--- src/hdl/first_fit_heap_allocator_core_defines.svh ---
// Assertion macros shared by the allocator core.
`ifndef FIRST_FIT_HEAP_ALLOCATOR_CORE_DEFINES_SVH
`define FIRST_FIT_HEAP_ALLOCATOR_CORE_DEFINES_SVH

// Same-cycle implication, checked on clk and quiet during reset
`define FFA_ASSERT_NOW(lbl, ante, cons, msg) \
  lbl: assert property (@(posedge clk) disable iff (rst) (ante) |-> (cons)) else $error(msg);

// Next-cycle implication, checked on clk and quiet during reset
`define FFA_ASSERT_NEXT(lbl, ante, cons, msg) \
  lbl: assert property (@(posedge clk) disable iff (rst) (ante) |=> (cons)) else $error(msg);

`endif

--- src/hdl/ffa_pkg.sv ---
// Shared types and constants of the first-fit heap allocator.
package ffa_pkg;

  localparam int HEADER_BYTES_DEF = 16;
  localparam int MAX_SEGMENTS_DEF = 64;
  localparam int SIZE_BITS_DEF    = 24;

  localparam logic [31:0] HEAP_BASE_RESET  = 32'd0;
  localparam logic [23:0] HEAP_BYTES_RESET = 24'd1048576;

  // operation codes
  localparam logic [1:0] OP_ALLOC  = 2'd0;
  localparam logic [1:0] OP_FREE   = 2'd1;
  localparam logic [1:0] OP_REINIT = 2'd2;

  // status codes
  localparam logic [1:0] ST_OK       = 2'd0;
  localparam logic [1:0] ST_OOM      = 2'd1;
  localparam logic [1:0] ST_NOTFOUND = 2'd2;

  // configuration register indexes
  localparam logic REG_HEAP_BASE  = 1'b0;
  localparam logic REG_HEAP_BYTES = 1'b1;

  typedef struct packed {
    logic [1:0]  operation;
    logic [23:0] request_size;
    logic [31:0] release_address;
  } req_item_t;

  typedef struct packed {
    logic [31:0] payload_address;
    logic [1:0]  status;
  } rsp_item_t;

endpackage

--- src/hdl/ffa_cell.sv ---
// One segment cell of the rotating segment table.
module ffa_cell import ffa_pkg::*; #(
  parameter int SIZE_BITS = SIZE_BITS_DEF,
  parameter logic [SIZE_BITS-1:0] INIT_SIZE = '0,
  parameter logic INIT_FREE = 1'b0
) (
  input  logic                 clk,
  input  logic                 rst,
  input  logic                 shift,
  input  logic [SIZE_BITS-1:0] shift_size,
  input  logic                 shift_free,
  input  logic                 load,
  input  logic [SIZE_BITS-1:0] load_size,
  input  logic                 load_free,
  output logic [SIZE_BITS-1:0] size,
  output logic                 free
);

  // hold, take the neighbor's entry, or load a rebuilt value
  always_ff @(posedge clk) begin
    if (rst) begin
      size <= INIT_SIZE;
      free <= INIT_FREE;
    end else if (load) begin
      size <= load_size;
      free <= load_free;
    end else if (shift) begin
      size <= shift_size;
      free <= shift_free;
    end
  end

endmodule

--- src/hdl/first_fit_heap_allocator_core.sv ---
// A successful allocate or free of a nonzero address runs a search lap and a rewrite lap of
// the cell ring before the result beat; an allocate with no fit or a free of an unknown
// address runs only the search lap; reinitialize, free of 0 and unused codes go straight
// to the result beat. One item at a time.
// Reset (rst, synchronous) rebuilds the table as one free segment from the reset value
// of heap_bytes and clears the handshake state.
module first_fit_heap_allocator_core import ffa_pkg::*; #(
  parameter int HEADER_BYTES = HEADER_BYTES_DEF,
  parameter int MAX_SEGMENTS = MAX_SEGMENTS_DEF,
  parameter int SIZE_BITS    = SIZE_BITS_DEF
) (
  input  logic      clk,
  input  logic      rst,
  input  logic      req_valid,
  output logic      req_stall,
  input  req_item_t req_item,
  output logic      rsp_valid,
  input  logic      rsp_stall,
  output rsp_item_t rsp_item,
  input  logic      cfg_we,
  input  logic      cfg_index,
  input  logic [31:0] cfg_data
);

`include "first_fit_heap_allocator_core_defines.svh"

  localparam int KW = $clog2(MAX_SEGMENTS + 1);
  localparam int TAP2 = 2 % MAX_SEGMENTS;
  localparam logic [33:0] SIZE_MAX34 = (34'd1 << SIZE_BITS) - 34'd1;
  localparam logic [33:0] HDR34 = 34'(HEADER_BYTES);
  localparam logic [33:0] INIT34 =
    (34'(HEAP_BYTES_RESET) > HDR34) ? 34'(HEAP_BYTES_RESET) - HDR34 : 34'd0;
  localparam logic [SIZE_BITS-1:0] INIT_SIZE =
    SIZE_BITS'((INIT34 > SIZE_MAX34) ? SIZE_MAX34 : INIT34);
  localparam logic [KW-1:0] LAST = KW'(MAX_SEGMENTS - 1);
  localparam logic [KW-1:0] NSEG = KW'(MAX_SEGMENTS);

  typedef enum logic [5:0] {
    S_IDLE    = 6'b000001,
    S_SEARCH  = 6'b000010,
    S_MERGE_A = 6'b000100,
    S_MERGE_B = 6'b001000,
    S_MODIFY  = 6'b010000,
    S_FINISH  = 6'b100000
  } state_t;

  state_t state;

  // configuration
  logic [31:0] heap_base;
  logic [23:0] heap_bytes;

  // item and sequencer registers
  logic [1:0]  op;
  logic [23:0] req_size;
  logic [31:0] rel_addr;
  logic [KW-1:0] step, idx, count;
  logic [31:0] acc, hit_addr;
  logic hit;
  logic [SIZE_BITS-1:0] prev_size, s_prev, s_cur, s_next, rem, m1, m2;
  logic prev_free, f_prev, f_next, split;
  logic [31:0] res_addr;
  logic [1:0]  res_status;

  // cell ring
  logic [SIZE_BITS-1:0] c_size [MAX_SEGMENTS];
  logic                 c_free [MAX_SEGMENTS];
  logic                 shift, load;
  logic [SIZE_BITS-1:0] tail_size, load_size0;
  logic                 tail_free;

  genvar g;
  generate
    for (g = 0; g < MAX_SEGMENTS; g++) begin : g_cell
      logic [SIZE_BITS-1:0] in_size;
      logic                 in_free;
      if (g == MAX_SEGMENTS - 1) begin : g_tail
        assign in_size = tail_size;
        assign in_free = tail_free;
      end else begin : g_link
        assign in_size = c_size[g+1];
        assign in_free = c_free[g+1];
      end
      ffa_cell #(
        .SIZE_BITS (SIZE_BITS),
        .INIT_SIZE ((g == 0) ? INIT_SIZE : '0),
        .INIT_FREE (g == 0)
      ) u_cell (
        .clk        (clk),
        .rst        (rst),
        .shift      (shift),
        .shift_size (in_size),
        .shift_free (in_free),
        .load       (load),
        .load_size  ((g == 0) ? load_size0 : '0),
        .load_free  (g == 0),
        .size       (c_size[g]),
        .free       (c_free[g])
      );
    end
  endgenerate

  // window onto the ring head; entries past the table end read as empty
  logic [SIZE_BITS-1:0] w1_size, w2_size;
  logic w1_free, w2_free;
  logic ok1, ok2;
  assign ok1 = (step != LAST);
  assign ok2 = ({1'b0, step} + (KW+1)'(2)) < (KW+1)'(MAX_SEGMENTS);
  assign w1_size = ok1 ? c_size[1 % MAX_SEGMENTS] : '0;
  assign w1_free = ok1 ? c_free[1 % MAX_SEGMENTS] : 1'b0;
  assign w2_size = ok2 ? c_size[TAP2] : '0;
  assign w2_free = ok2 ? c_free[TAP2] : 1'b0;

  // rebuilt entry zero from heap_bytes
  logic [33:0] rb34;
  always_comb begin
    rb34 = (34'(heap_bytes) > HDR34) ? 34'(heap_bytes) - HDR34 : 34'd0;
    load_size0 = SIZE_BITS'((rb34 > SIZE_MAX34) ? SIZE_MAX34 : rb34);
  end

  // search match at the ring head
  logic in_table, fit, match;
  assign in_table = step < count;
  assign fit = c_free[0] && (34'(c_size[0]) >= 34'(req_size));
  assign match = in_table && !hit && ((op == OP_ALLOC) ? fit : (acc == rel_addr));

  // merge sums
  logic [33:0] sum_a, sum_b, split_lim;
  assign sum_a = 34'(s_cur) + 34'(s_next) + HDR34;
  assign sum_b = 34'(s_prev) + 34'(m1) + HDR34;
  assign split_lim = 34'(req_size) + HDR34 + 34'd1;

  // rewrite data for the ring tail
  logic [KW-1:0] e_idx;
  logic [1:0] del;
  assign e_idx = f_prev ? idx - KW'(1) : idx;
  assign del = 2'(f_prev) + 2'(f_next);

  always_comb begin
    tail_size = c_size[0];
    tail_free = c_free[0];
    if (state == S_MODIFY) begin
      if (op == OP_ALLOC) begin
        if (step == idx) begin
          tail_size = split ? SIZE_BITS'(req_size) : c_size[0];
          tail_free = 1'b0;
        end else if (split && step == idx + KW'(1)) begin
          tail_size = rem;
          tail_free = 1'b1;
        end else if (split && step > idx) begin
          tail_size = prev_size;
          tail_free = prev_free;
        end
      end else begin
        if (step == e_idx) begin
          tail_size = f_prev ? m2 : m1;
          tail_free = 1'b1;
        end else if (step > e_idx) begin
          case (del)
            2'd1: begin
              tail_size = w1_size;
              tail_free = w1_free;
            end
            2'd2: begin
              tail_size = w2_size;
              tail_free = w2_free;
            end
            default: begin
              tail_size = c_size[0];
              tail_free = c_free[0];
            end
          endcase
        end
      end
    end
  end

  assign req_stall = rst || (state != S_IDLE);

  // configuration writes
  always_ff @(posedge clk) begin
    if (rst) begin
      heap_base  <= HEAP_BASE_RESET;
      heap_bytes <= HEAP_BYTES_RESET;
    end else if (cfg_we) begin
      case (cfg_index)
        REG_HEAP_BASE:  heap_base  <= cfg_data;
        REG_HEAP_BYTES: heap_bytes <= cfg_data[23:0];
        default: ;
      endcase
    end
  end

  // sequencer
  always_comb begin
    shift = (state == S_SEARCH) || (state == S_MODIFY);
    load  = (state == S_IDLE) && req_valid && (req_item.operation == OP_REINIT);
  end

  always_ff @(posedge clk) begin
    if (rst) begin
      state     <= S_IDLE;
      count     <= KW'(1);
      rsp_valid <= 1'b0;
    end else begin
      if (rsp_valid && !rsp_stall && state != S_FINISH) rsp_valid <= 1'b0;
      case (state)
        S_IDLE: begin
          if (req_valid) begin
            op         <= req_item.operation;
            req_size   <= req_item.request_size;
            rel_addr   <= req_item.release_address;
            step       <= '0;
            acc        <= heap_base + 32'(HEADER_BYTES);
            hit        <= 1'b0;
            prev_size  <= '0;
            prev_free  <= 1'b0;
            res_addr   <= '0;
            res_status <= ST_OK;
            if (req_item.operation == OP_REINIT) count <= KW'(1);
            if (req_item.operation == OP_ALLOC ||
                (req_item.operation == OP_FREE && req_item.release_address != '0)) begin
              state <= S_SEARCH;
            end else begin
              state <= S_FINISH;
            end
          end
        end
        S_SEARCH: begin
          if (match) begin
            hit      <= 1'b1;
            idx      <= step;
            hit_addr <= acc;
            s_prev   <= prev_size;
            f_prev   <= prev_free;
            s_cur    <= c_size[0];
            s_next   <= w1_size;
            f_next   <= w1_free;
          end
          acc       <= acc + 32'(c_size[0]) + 32'(HEADER_BYTES);
          prev_size <= c_size[0];
          prev_free <= c_free[0];
          step      <= step + KW'(1);
          if (step == LAST) begin
            if (hit || match) begin
              state <= S_MERGE_A;
            end else begin
              res_status <= (op == OP_ALLOC) ? ST_OOM : ST_NOTFOUND;
              state      <= S_FINISH;
            end
          end
        end
        S_MERGE_A: begin
          split <= (34'(s_cur) > split_lim) && (count < NSEG);
          rem   <= SIZE_BITS'(34'(s_cur) - 34'(req_size) - HDR34);
          if (op == OP_ALLOC) begin
            m1 <= s_cur;
          end else if (f_next) begin
            m1 <= SIZE_BITS'((sum_a > SIZE_MAX34) ? SIZE_MAX34 : sum_a);
          end else begin
            m1 <= s_cur;
          end
          state <= S_MERGE_B;
        end
        S_MERGE_B: begin
          m2        <= SIZE_BITS'((sum_b > SIZE_MAX34) ? SIZE_MAX34 : sum_b);
          step      <= '0;
          prev_size <= '0;
          prev_free <= 1'b0;
          state     <= S_MODIFY;
        end
        S_MODIFY: begin
          prev_size <= c_size[0];
          prev_free <= c_free[0];
          step      <= step + KW'(1);
          if (step == LAST) begin
            if (op == OP_ALLOC) begin
              res_addr <= hit_addr;
              if (split) count <= count + KW'(1);
            end else begin
              count <= count - KW'(del);
            end
            state <= S_FINISH;
          end
        end
        S_FINISH: begin
          if (!rsp_valid || !rsp_stall) begin
            rsp_valid                <= 1'b1;
            rsp_item.payload_address <= res_addr;
            rsp_item.status          <= res_status;
            state                    <= S_IDLE;
          end
        end
        default: state <= S_IDLE;
      endcase
    end
  end

  // checks
  `FFA_ASSERT_NOW(a_count_range, 1'b1, (count >= KW'(1)) && (count <= NSEG), "segment count out of range")
  `FFA_ASSERT_NEXT(a_busy_after_accept, req_valid && !req_stall, req_stall, "took a beat while busy")
  `FFA_ASSERT_NEXT(a_reinit_count, req_valid && !req_stall && req_item.operation == OP_REINIT, count == KW'(1), "reinit left count")
  `FFA_ASSERT_NEXT(a_modify_done, state == S_MODIFY && step == LAST, state == S_FINISH, "rewrite lap overran")

endmodule

--- config.mk ---
export PLATFORM = sky130hd
export DESIGN_NAME = first_fit_heap_allocator_core
export DESIGN_NICKNAME = d
export VERILOG_FILES = /design/src/hdl/ffa_pkg.sv /design/src/hdl/ffa_cell.sv /design/src/hdl/first_fit_heap_allocator_core.sv
export VERILOG_INCLUDE_DIRS = /design/src /design/src/hdl
export SDC_FILE = /design/constraint.sdc
export NUM_CORES = 2
export LEC_CHECK = 0
export BUFFER_PORTS_ARGS = -buffer_cell sky130_fd_sc_hd__buf_2
export CAP_MARGIN = 20
export CORE_ASPECT_RATIO = 1.25
export CORE_UTILIZATION = 40
export CTS_CLUSTER_DIAMETER = 150
export DETAILED_ROUTE_END_ITERATION = 6
export PLACE_DENSITY = 0.63
export SYNTH_ARGS = -nofsm -noshare
export SYNTH_HDL_FRONTEND = slang
export SYNTH_HIERARCHICAL = 1
export SYNTH_SLANG_ARGS = --single-unit
--- constraint.sdc ---
create_clock -name clk -period 22.8 [get_ports clk]
set_clock_uncertainty 0.2 [all_clocks]
set_input_delay 1.14 -clock clk [delete_from_list [all_inputs] [get_ports clk]]
set_output_delay 1.14 -clock clk [all_outputs]
set_load 0.03 [all_outputs]
==> flow_summary_export.csv <==
group,metric,value,unit
final_layout,final_area,0.118,mm²
grt,antenna_found_initial,3,
final_layout,layout.cells.non_filler,14600,
worst_hold_path,hold_class,"flop to flop",
pwr,p_per_area,85.4,mW/mm²
placed_design,place_area,0.110,mm²
timing,slew_viol_final,0,
placed_design,placedCellCount,14200,
final_layout,fill_cells,24000,
grt,grt_pass1_wl,410,mm
placed_design,io_buffers,131,
drt,dr.pass1.iters,5,
grt,track_usage,19.2,%
timing,period_minus_slack,8.04,ns
synthesis,synth_cell_types,87,
grt,grt-ovfl-total,0,
synthesis,yosysSeqAreaShare,43.0,%
final_layout,final_net_count,11500,
final_layout,drive_above_1_share,7.69,%
pwr,power,10000,µW
floorplan,io_pins,132,
pwr,p_leak,0.0409,µW
placed_design,place.gp.congestion,0.894,
timing,fin_setup_tns,0,ns
run_status,outcome,"finished, final reports clean",
floorplan,dieArea,0.262,mm²
floorplan,fp.coreArea,0.258,mm²
timing,rsz0062_at_grt,"false",
final_layout,area_growth,13.0,%
final_layout,utilization,45.6,%
cts,cts_sinks,2047,
cts,cts.clk_slew.worst_paths,0.07,ns
synthesis,synthCells,9790,
placed_design,hpwlAfterDp,169,mm
run,max-cap-violations,0,
timing,hold_viol_final,0,
setup_path,critPathMaxStageDelay,0.91,ns
timing,fin_crit_sh,35.3,%
setup_path,cp_data_arrival_time,8.54,ns
drt,drt_iter0_markers,4633,
synthesis,synth_top_cell_by_area,"dfxtp_1",
floorplan,initial_core_util,40.4,%
setup_path,crit_buf_inv,10,
synthesis,syn-cell-area,0.104,mm²
setup_path,crit_path_end_kind,"flop",
setup_path,critical_path_required,23.30,ns
cts,hold_buffers,0,
cts,cts_tree,"done",
synthesis,yosys-top-cells-count,"dfxtp_1, mux2i_1, nor2b_1, a211oi_1, clkbuf_1",
synthesis,synthArstFlopShare,0,%
setup_path,crit_fanout,136,
synthesis,avgSynthCellArea,10.6,µm²
timing,tightest_slew,1.15,ns
grt,grt_max_degree,228,
synthesis,yosysMostFrequentCell,"dfxtp_1",
cts,clk_latency,0.88,ns
synthesis,synthTopCellsByArea,"dfxtp_1, mux2i_1, edfxtp_1, a211oi_1, nor2b_1",
cts,numCtsBuffers,217,
floorplan,rows,208,
synthesis,synthFlopType,"dfxtp_1",
setup_path,critPathSlowestCell,"buf_4",
drt,ant_nets,0,
cts,cts_max_path_buffers,4,
cts,cts_setup_buffers,0,
drt,wl_per_cell,17.7,µm
grt,grt_pass1_vias,73000,
drt,vias,73400,
drt,drc,0,
timing,final-setup-viol-count,0,
setup_path,worstSetupPathType,"flop to flop",
setup_path,cp_top_family,"buffers and inverters",
synthesis,synth_top_area_share,32.1,%
pwr,worst_ir_drop_vdd,0.0666,mV
timing,fmax,124,MHz
setup_path,crit_chain,"nor4_1, nand3b_1, buf_4, inv_1, buf_4, nor2_1, buf_4, inv_8, buf_12, buf_4, buf_4, buf_4, buf_12, mux2i_1, a211oi_2",
drt,wl,259,mm
floorplan,die_x,458,µm
cts,post_cts_resized,0,
floorplan,die_y,572,µm
setup_path,critical_path.most_common_cell,"buf_4",
synthesis,synth_seq_cells,2047,
cts,cts_root_buffer,"clkbuf_16",
timing,slew_headroom,23.3,%
synthesis,synth_edf_count,377,
cts,cts-htree-levels,4,
drt,via_per_inst,5.02,
setup_path,critPathLaunchType,"flop",
synthesis,yosysWarnings,6,
[final timing paths]
kind                 from                        end  slack [ns]  depth (start not counted)
max reg2reg      state[3]  g_cell[18].u_cell/size[3]       14.76                         15
min          res_addr[21]               rsp_item[23]        0.21                          0
max              state[3]  g_cell[18].u_cell/size[3]       14.76                         15
min reg2reg  res_addr[21]               rsp_item[23]        0.21                          0
[cells in the final DEF (no fill, tap or decap), types with 36 or more instances in the layout]
cell          n
a21o_1       60
a211oi_2    190
and2_1       95
nand3_1      46
xnor2_1     118
nor2b_1    1600
dfxtp_1    1670
clkbuf_1     56
a211oi_1   1424
a21oi_1     228
xor2_1       71
buf_4        85
clkbuf_16   219
clkbuf_8     50
o21bai_1     36
buf_2       130
mux2i_1    1640
inv_1       147
inv_2        63
conb_1     1576
edfxtp_1    377
ha_1        270
nor2_1      157
nand2_1     291
o21ai_0      99
[area by class of cell]
class	count	area [µm²]	share of cell area (%)
multi-input combinational	8372	59000	50.2
sequential	2047	44800	38.1
clock buffer	325	6380	5.43
tap	3360	4200	3.58
timing repair buffer	235	1700	1.45
inverter	211	800	0.680
clock inverter	65	697	0.593
antenna	1	2.50	0.00213
[through the flow]
| stage | worst slack [ns] | hold slack [ns] |
|---|---|---|
| after floorplan | 5.12 | 0.200 |
| after global placement | 15.08 | 0.201 |
| after detailed placement | 15.02 | 0.205 |
| after CTS | 14.98 | 0.181 |
| after global routing | 14.40 | 0.198 |
| final | 14.76 | 0.209 |
[cells by family after synthesis]
kind of cell	Yosys count	share of synthesized area (%)
xor gates and xnor gates	189	1.59
muxes	1646	15.8
adders and majority gates	275	3.34
AOI/OAI and AO/OA	2284	16.8
other	2	0.00722
buffers and inverters	945	6.06
and+or+nand+nor	2402	13.4
DFF	2047	43.0
[per-layer routing]
metal  up-vias  share of wire (%)  global-route usage (%)
li1      36800                  -                       -
met1     34900                 44                    23.8
met5         -                  0                       0
met3       430                3.7                    2.33
met4         0                3.6                    6.95
met2      1221                 49                    33.8
[registers in the layout, summed over array words and instances, names as in the netlist, 2 cells and up]
| register | count |
|---|---|
| rsp_item | 34 |
| g_cell.u_cell/free | 64 |
| state | 6 |
| count | 7 |
| rel_addr | 32 |
| res_addr | 32 |
| req_size | 24 |
| heap_base | 32 |
| acc | 32 |
| g_cell.u_cell/size | 1536 |
| heap_bytes | 24 |
| hit_addr | 32 |
| s_cur | 24 |
| step | 7 |
| s_prev | 24 |
| prev_size | 24 |
| s_next | 24 |
| m1 | 24 |
| op | 2 |
| rem | 24 |
| idx | 7 |
| res_status | 2 |
| m2 | 24 |
[report_power, final]
part | leakage [µW] | switching [µW] | total, µW | internal (µW)
logic | 0.0203 | 1100 | 1960 | 858
clock network | 0.00350 | 1490 | 3560 | 2060
registers | 0.0171 | 354 | 4520 | 4160
total | 0.0409 | 2950 | 10000 | 7080
No activity file was read; power rests on OpenSTA's default activity.
